`src/rtl/bfa_pkg.sv`:
```
// package for the best-fit aligned allocator: types, constants, request codes
package bfa_pkg;

  localparam int FREE_SLOTS  = 64;
  localparam int USED_SLOTS  = 64;
  localparam int ALIGN_BYTES = 64;
  localparam int ADDR_BITS   = 32;

  localparam int FIDX_W = $clog2(FREE_SLOTS);
  localparam int UIDX_W = $clog2(USED_SLOTS);
  localparam int FCNT_W = $clog2(FREE_SLOTS + 1);

  typedef logic [ADDR_BITS-1:0] addr_t;

  localparam logic [1:0] REQ_ALLOC = 2'd0;
  localparam logic [1:0] REQ_PLACE = 2'd1;
  localparam logic [1:0] REQ_FREE  = 2'd2;

  localparam logic [1:0] ST_OK      = 2'd0;
  localparam logic [1:0] ST_UNKNOWN = 2'd1;
  localparam logic [1:0] ST_BADPLC  = 2'd2;
  localparam logic [1:0] ST_FULL    = 2'd3;

  typedef struct packed {
    logic [1:0]  req_type;
    logic [31:0] req_size;
    logic [31:0] req_addr;
  } req_t;

  typedef struct packed {
    logic [31:0] grant_addr;
    logic [1:0]  status;
    logic [31:0] heap_top;
  } rsp_t;

  // controller to datapath
  typedef struct packed {
    logic load;      // capture request and reset scan trackers
    logic scan_clr;  // raised with load; unused by the datapath
    logic scan_step; // advance the scan by one slot of the free or used table
    logic decide;    // compute plan and status from scan results
    logic commit;    // perform table updates
  } cmd_t;

  // datapath to controller
  typedef struct packed {
    logic scan_last;
  } sts_t;

  // alignment is a power of two, so the remainder is a mask
  function automatic addr_t align_up(addr_t x);
    addr_t r;
    r = x & addr_t'(ALIGN_BYTES - 1);
    if (r == '0) return x;
    return x + (addr_t'(ALIGN_BYTES) - r);
  endfunction

endpackage

```
`src/rtl/bfa_ctrl.sv`:
```
// sequencer for the allocator: capture, table scan, decide, commit, respond
module bfa_ctrl (
  input  logic          clk,
  input  logic          rst,
  input  logic          in_valid,
  output logic          in_ready,
  output logic          out_valid,
  input  logic          out_ready,
  input  bfa_pkg::sts_t sts,
  output bfa_pkg::cmd_t cmd
);
  import bfa_pkg::*;

  typedef enum logic [4:0] {
    S_IDLE   = 5'b00001,
    S_SCAN   = 5'b00010,
    S_DECIDE = 5'b00100,
    S_COMMIT = 5'b01000,
    S_RESP   = 5'b10000
  } state_t;

  state_t state, state_next;

  always_comb begin
    state_next = state;
    cmd = '0;
    in_ready = 1'b0;
    out_valid = 1'b0;
    case (state)
      S_IDLE: begin
        in_ready = 1'b1;
        if (in_valid) begin
          cmd.load = 1'b1;
          cmd.scan_clr = 1'b1;
          state_next = S_SCAN;
        end
      end
      S_SCAN: begin
        cmd.scan_step = 1'b1;
        if (sts.scan_last) state_next = S_DECIDE;
      end
      S_DECIDE: begin
        cmd.decide = 1'b1;
        state_next = S_COMMIT;
      end
      S_COMMIT: begin
        cmd.commit = 1'b1;
        state_next = S_RESP;
      end
      S_RESP: begin
        out_valid = 1'b1;
        if (out_ready) state_next = S_IDLE;
      end
      default: state_next = S_IDLE;
    endcase
  end

  always_ff @(posedge clk) begin
    if (rst) state <= S_IDLE;
    else state <= state_next;
  end

  a_no_overlap: assert property (@(posedge clk) disable iff (rst) !(in_ready && out_valid))
    else $error("accepting while a response is pending");
  a_commit_once: assert property (@(posedge clk) disable iff (rst)
    cmd.commit |=> out_valid)
    else $error("commit not followed by response");
  a_decide_after_scan: assert property (@(posedge clk) disable iff (rst)
    cmd.decide |-> $past(cmd.scan_step))
    else $error("decide without scan");
endmodule

```
`config.mk`:
```
export PLATFORM = sky130hd
export DESIGN_NAME = bfa_ctrl
export DESIGN_NICKNAME = d
export VERILOG_FILES = /design/src/rtl/bfa_pkg.sv /design/src/rtl/bfa_ctrl.sv
export SDC_FILE = /design/constraint.sdc
export NUM_CORES = 1
export LEC_CHECK = 0
export BUFFER_PORTS_ARGS = -buffer_cell sky130_fd_sc_hd__buf_2
export CAP_MARGIN = 10
export CELL_PAD_IN_SITES_DETAIL_PLACEMENT = 1
export CELL_PAD_IN_SITES_GLOBAL_PLACEMENT = 2
export CORE_MARGIN = 5
export CORE_UTILIZATION = 27
export CTS_BUF_LIST = sky130_fd_sc_hd__clkbuf_4
export DETAILED_ROUTE_END_ITERATION = 6
export PLACE_DENSITY_LB_ADDON = 0.1
export SLEW_MARGIN = 20
export SYNTH_ARGS = -nofsm -noshare
export SYNTH_HDL_FRONTEND = slang
export SYNTH_SLANG_ARGS = --single-unit
```
`constraint.sdc`:
```
create_clock -name clk -period 2.51 [get_ports clk]
set_clock_uncertainty 0.2 [all_clocks]
set_input_delay 0.502 -clock clk [delete_from_list [all_inputs] [get_ports clk]]
set_output_delay 0.502 -clock clk [all_outputs]
set_load 0.01 [all_outputs]
```
Word level (Yosys, flattened, before mapping)

Cells that the tools add are included.

Register bits: 5
Input port bits: 5
Output and inout bits: 7

Eq/ne operators: 8
Muxes and demuxes: 11
Reductions and logical operators: 1

Operators with widths:

| operator             | number |
|---|---|
| $pmux W5 S5          | 1 |
| $mux W5              | 3 |
| $ne A2 B2 Y1 const B | 3 |
| $eq A5 B1 Y1 const B | 1 |
| $eq A5 B2 Y1 const B | 1 |
| $eq A5 B3 Y1 const B | 1 |
| $eq A5 B4 Y1 const B | 1 |
| $eq A5 B5 Y1 const B | 1 |
| $mux W1              | 5 |
| $mux W2              | 2 |
| $reduce_and A3 Y1    | 1 |

Longest topological paths before layout

Gate-level depths: netlist of run 1.

Depth in word-level cells: 3
Depth in mapped cells: 4

Least setup slack after synthesis of run 1

No wires, ideal clock.

Path type: register -> output
From: register state[3]
To: output cmd[4] in the netlist's numbering
Arrival: 1.319 ns
Slack: 0.489 ns
Cell stages (with the launch flop): 5
Buffers on the path: 2
Path through: dfxtp_1 buf_6 or3_4 nor4b_4 buf_4

RTL lines:

| item                   | line           | text |
|---|---|---|
| start, declared        | bfa_ctrl.sv:22 | `state_t state, state_next;` |
| start signal, assigned | bfa_ctrl.sv:60 | `else state <= state_next;` |
| end, declared          | bfa_ctrl.sv:10 | `output bfa_pkg::cmd_t cmd` |

==> impl_metrics.json, run 1 <==
{
  "status": "finished, final reports clean",
  "power.total_mw": 0.253,
  "powerDensity_nw_per_um2": 543,
  "ys_seq_area_frac": 0.256,
  "slowest_stage": "or3_4",
  "comb_power_share": 0.199,
  "viasPerCell": 5.09,
  "timing_worst_setup_path_type": "register to output pin",
  "cap_viol_max_count": 0,
  "antenna_found_initial": 0,
  "min_period_ps": 2250,
  "core_area_sq_um": 1330,
  "ys_ff_latch": 5,
  "synth_area_sq_um": 390,
  "hpwl_um": 723,
  "setup_viol": 0,
  "grt_pass1_wl_um": 1490,
  "slew_headroom": 0.627,
  "crit_chain": "or3_4 > nor4b_4 > buf_2",
  "final_cell_area_sq_um": 465,
  "final_cell_mix": "11 x buf_2, 5 x dfxtp_1, 4 x clkbuf_4",
  "cpPeakStageDelay_ps": 480,
  "grt_pass1_vias": 319,
  "yosys_warnings": 0,
  "sw_frac_of_total": 0.271,
  "ioPinCount": 12,
  "synth_cell_type_count": 27,
  "finalNonFillerCells": 67,
  "postCtsSetupRepairBufs": 0,
  "cp.required_ps": 1810,
  "clk_pin_slew_ps": 40,
  "synth_nets": 46,
  "dpl_worst_slack_ps": 516,
  "largest_registers": "state: 5 flops",
  "whs_ps": 279,
  "clock_latency_ps": 240,
  "cp-end-kind": "output pin",
  "cts_inserted_buffers": 3,
  "die-area_sq_um": 2310,
  "largest_reg_flops": 5,
  "cts_tree": "yes",
  "grt_max_degree": 15,
  "setup_tns_ps": 0,
  "drtIter0Drc": 5,
  "post_cts_resized": 0,
  "grtUsageTotal": 0.0995,
  "gp_congestion": 0.685,
  "start_util": 0.293,
  "grt_overflow": 0,
  "fin_crit_sh": 0.897,
  "routedWlPerCell_um": 13.8,
  "max_freq_ghz": 0.444,
  "crit_family": "simple AND/OR/NAND/NOR gates",
  "largest-register": "state",
  "routed_wl_um": 925,
  "p_sw_mw": 0.0684,
  "antennaDiodeCount": 0,
  "die_h_um": 48.0,
  "timing.final.ws_setup_ps": 260,
  "ant_nets": 0,
  "fp.dieW_um": 48.0,
  "port_buffers": 11,
  "yosys.area.top_type": "dfxtp_1",
  "cp_max_fo": 8,
  "netlist_instances": 41,
  "p_leak_nw": 0.201,
  "drive_above_1_share": 0.385,
  "rsz0062_at_grt": "false",
  "path_buf_inv": 1,
  "slew_violations": 0,
  "dp.cells": 63,
  "drc_errors": 0,
  "cts_sinks": 5,
  "p_clk_frac": 0.409,
  "final_common_cell": "buf_2",
  "crit_arrival_ps": 1550,
  "vias": 341,
  "hp-class": "input port to register",
  "drt_first_pass_iters": 3,
  "synth_top_area_frac": 0.256,
  "hold_viol_final": 0,
  "rows": 13,
  "synth_area_per_cell_sq_um": 9.52,
  "nNetsFinal": 58,
  "utilization": 0.349,
  "p_seq_frac": 0.392,
  "tightest_slew_ps": 559,
  "ctsLongestPathBuffers": 2,
  "cts_root_buffer": "clkbuf_4",
  "synth.area.top_cells": "dfxtp_1 26%, nor4b_4 12%, nor3b_4 4.8%",
  "syn2layout_area_growth_pct": 19.2,
  "placed_area_sq_um": 435,
  "cts-hold-fix-buffers": 0,
  "p_int_mw": 0.184,
  "cts_max_level": 1,
  "vdd_drop_max_uv": 251,
  "startpoint_type": "register"
}
cell families after synthesis:
family          synth area share
compound gates             0.131
simple gates               0.506
flops                      0.256
buf+inv                   0.0833
xor+xnor                  0.0224
worst register-to-register path, delay by kind of cell (launching register included):
family	cells	cell delay, ps
AOI/OAI and AO/OA	2	530
and+or+nand+nor	1	240
DFF	1	670
layer usage:
layer  up-vias  wire [um]  track usage
li1        174          -            -
met3         4         53       0.0338
met4         0         25       0.0806
met5         -          0            0
met1       155        423        0.116
met2         8        423        0.145
final timing paths:
| path | from | to | slack, ps | cells after the start |
|---|---|---|---|---|
| worst max-delay path | state[2] | cmd[3] | 260 | 3 |
| worst min-delay path | rst | state[0] | 280 | 2 |
| worst max register to register | state[1] | state[0] | 760 | 3 |
| worst min register to register | state[2] | state[3] | 390 | 2 |
power by group through the flow:
stage	combinational, mW	clock, mW	sequential, mW
after floorplan	0.0490	0	0.0882
after global placement	0.0502	0	0.0997
after detailed placement	0.0509	0	0.100
after CTS	0.0510	0.109	0.0990
after global routing	0.0553	0.113	0.0999
final	0.0503	0.103	0.0990
synth_stat cells, drive strengths merged:
master and number:
o211ai 1, and2 1, nor2 2, nor2b 2
a21oi 1, o21ba 1, buf 4, or3 1
nand2 2, nor4 3, or2b 1, nor3b 3
xor2 1, a21o 1, dfxtp 5, nor4b 3
and4bb 1, or4 1, nand2b 1, o21ai 2
inv 1, a311o 1, nor3 2
area by class of cell:
class,count,area (sq um)
fillers,167,868
multi-input cells,31,258
flip-flops and latches,5,100
repair buffers,11,55.1
clock buffers,4,30.0
well taps,15,18.8
inverters,1,3.75
No activity file was read; power rests on OpenSTA's default activity.
==> inputs of run 2 (changes only) <==
--- a/config.mk
+++ b/config.mk
@@ -11,7 +11,6 @@
 export CELL_PAD_IN_SITES_GLOBAL_PLACEMENT = 2
 export CORE_MARGIN = 5
 export CORE_UTILIZATION = 27
-export CTS_BUF_LIST = sky130_fd_sc_hd__clkbuf_4
 export DETAILED_ROUTE_END_ITERATION = 6
 export PLACE_DENSITY_LB_ADDON = 0.1
 export SLEW_MARGIN = 20
==> run 2 against run 1 <==
Fmax hardly changed. Hold slack improved by 0.74 ps. Die area stayed put. Clock power shrank 10%. Critical path depth unchanged. Non-clock buffer count unchanged. Core utilization is 0.28 points lower. Sequential power about the same. Combinational power is essentially flat. Critical endpoint unchanged. Via count rose by 0.88%. Cell count unchanged.
==> impl_metrics.json, run 2 (synthesized netlist as in run 1, its figures left out) <==
{
  "met1_length_um": 415,
  "slew_headroom": 0.632,
  "powerDensity_nw_per_um2": 524,
  "cts_inserted_buffers": 3,
  "port_buffers": 11,
  "cts_tree": "yes",
  "crit_chain": "or3_4 > nor4b_4 > buf_2",
  "grt_pass1_vias": 315,
  "viasPerCell": 5.13,
  "cts-hold-fix-buffers": 0,
  "largest_reg_flops": 5,
  "cp.required_ps": 1810,
  "rsz0062_at_grt": "false",
  "whs_path_depth": 2,
  "wl_met2_um": 430,
  "nNetsFinal": 58,
  "core_area_sq_um": 1330,
  "drtIter0Drc": 2,
  "vdd_drop_max_uv": 249,
  "largest-register": "state",
  "tightest_slew_ps": 551,
  "postCtsSetupRepairBufs": 0,
  "setup_viol": 0,
  "fp.dieW_um": 48.0,
  "startpoint_type": "register",
  "cap_viol_max_count": 0,
  "status": "finished, final reports clean",
  "p_leak_nw": 0.198,
  "routed_wl_um": 925,
  "die_h_um": 48.0,
  "finalNonFillerCells": 67,
  "post_cts_resized": 0,
  "grtUsageTotal": 0.0994,
  "gp_congestion": 0.685,
  "antenna_found_initial": 0,
  "grt_max_degree": 15,
  "cpPeakStageDelay_ps": 470,
  "antennaDiodeCount": 0,
  "ioPinCount": 12,
  "hold_viol_final": 0,
  "ant_nets": 0,
  "max_freq_ghz": 0.445,
  "cts_sinks": 5,
  "grt_overflow": 0,
  "hp-class": "input port to register",
  "final_cell_mix": "11 x buf_2, 5 x dfxtp_1, 3 x nor4_1, 3 x clkbuf_4",
  "rr_startpoint": "state[1]",
  "routedWlPerCell_um": 13.8,
  "min-delay-start": "rst",
  "utilization": 0.346,
  "fillers": 168,
  "hpwl_um": 723,
  "clock_latency_ps": 240,
  "drive_above_1_share": 0.365,
  "crit_family": "simple AND/OR/NAND/NOR gates",
  "min_to": "state[0]",
  "drt_first_pass_iters": 2,
  "cts_root_buffer": "clkbuf_4",
  "fin_crit_sh": 0.896,
  "start_util": 0.293,
  "setup_tns_ps": 0,
  "ctsLongestPathBuffers": 2,
  "rows": 13,
  "top_layer": "met4",
  "drc_errors": 0,
  "slew_violations": 0,
  "reg2reg_to": "state[0]",
  "vias": 344,
  "slowest_stage": "or3_4",
  "placed_area_sq_um": 435,
  "min_period_ps": 2250,
  "largest_registers": "state: 5 flops",
  "wl_met3_um": 53,
  "crit_arrival_ps": 1550,
  "cp-end-kind": "output pin",
  "r2r_cells": 3,
  "timing_worst_setup_path_type": "register to output pin",
  "clk_pin_slew_ps": 40,
  "cp_max_fo": 8,
  "final_common_cell": "buf_2",
  "syn2layout_area_growth_pct": 18.3,
  "reg2reg_slack_ps": 760,
  "final_cell_area_sq_um": 462,
  "die-area_sq_um": 2310,
  "cts_max_level": 1,
  "path_buf_inv": 1,
  "grt_pass1_wl_um": 1480,
  "dp.cells": 63
}
==> run 2: through the flow <==
| stage | total power [mW] | hold WS [ps] | setup WS [ps] |
|---|---|---|---|
| 6_report | 0.242 | 280 | 262 |
| 5_1_grt | 0.258 | 284 | 180 |
| 4_1_cts | 0.248 | 275 | 247 |
| 3_5_place_dp | 0.151 | 381 | 516 |
| 3_3_place_gp | 0.150 | 378 | 546 |
| 2_1_floorplan | 0.137 | 311 | 489 |
==> run 2: worst max-delay path by stage <==
| stage | from | to | slack [ps] | cells after the start |
|---|---|---|---|---|
| after global routing | state[2] | cmd[3] | 180 | 3 |
| after detailed placement | state[2] | cmd[3] | 520 | 3 |
| final | state[2] | cmd[3] | 260 | 3 |
| after floorplan | state[3] | cmd[4] | 490 | 4 |
| after CTS | state[2] | cmd[3] | 250 | 3 |
| after global placement | state[2] | cmd[3] | 550 | 3 |
==> run 2: worst reg2reg max path: cells and delay by family, from the launching register on <==
family	cells	cell delay, ps
AND/OR/NAND/NOR	1	240
AO/OA/AOI/OAI	2	540
flip-flops	1	660
==> run 2: layer usage <==
metal,vias to the layer above,global-route usage
li1,173,-
met1,159,0.114
met2,8,0.148
met3,4,0.0338
met4,0,0.0806
met5,-,0
==> run 2: power breakdown <==
part           leakage [nW]  switching (mW)  internal, mW
clock network        0.0150          0.0324        0.0601
registers            0.0408          0.0154        0.0836
logic                 0.142          0.0206        0.0298
total                 0.198          0.0684         0.173
==> run 2: final cells by class <==
class	instances	area, sq um	area share
inverters	1	3.75	0.00813
clock buffers	4	26.3	0.0569
flip-flops and latches	5	100	0.217
well taps	15	18.8	0.0407
repair buffers	11	55.1	0.119
multi-input cells	31	258	0.558
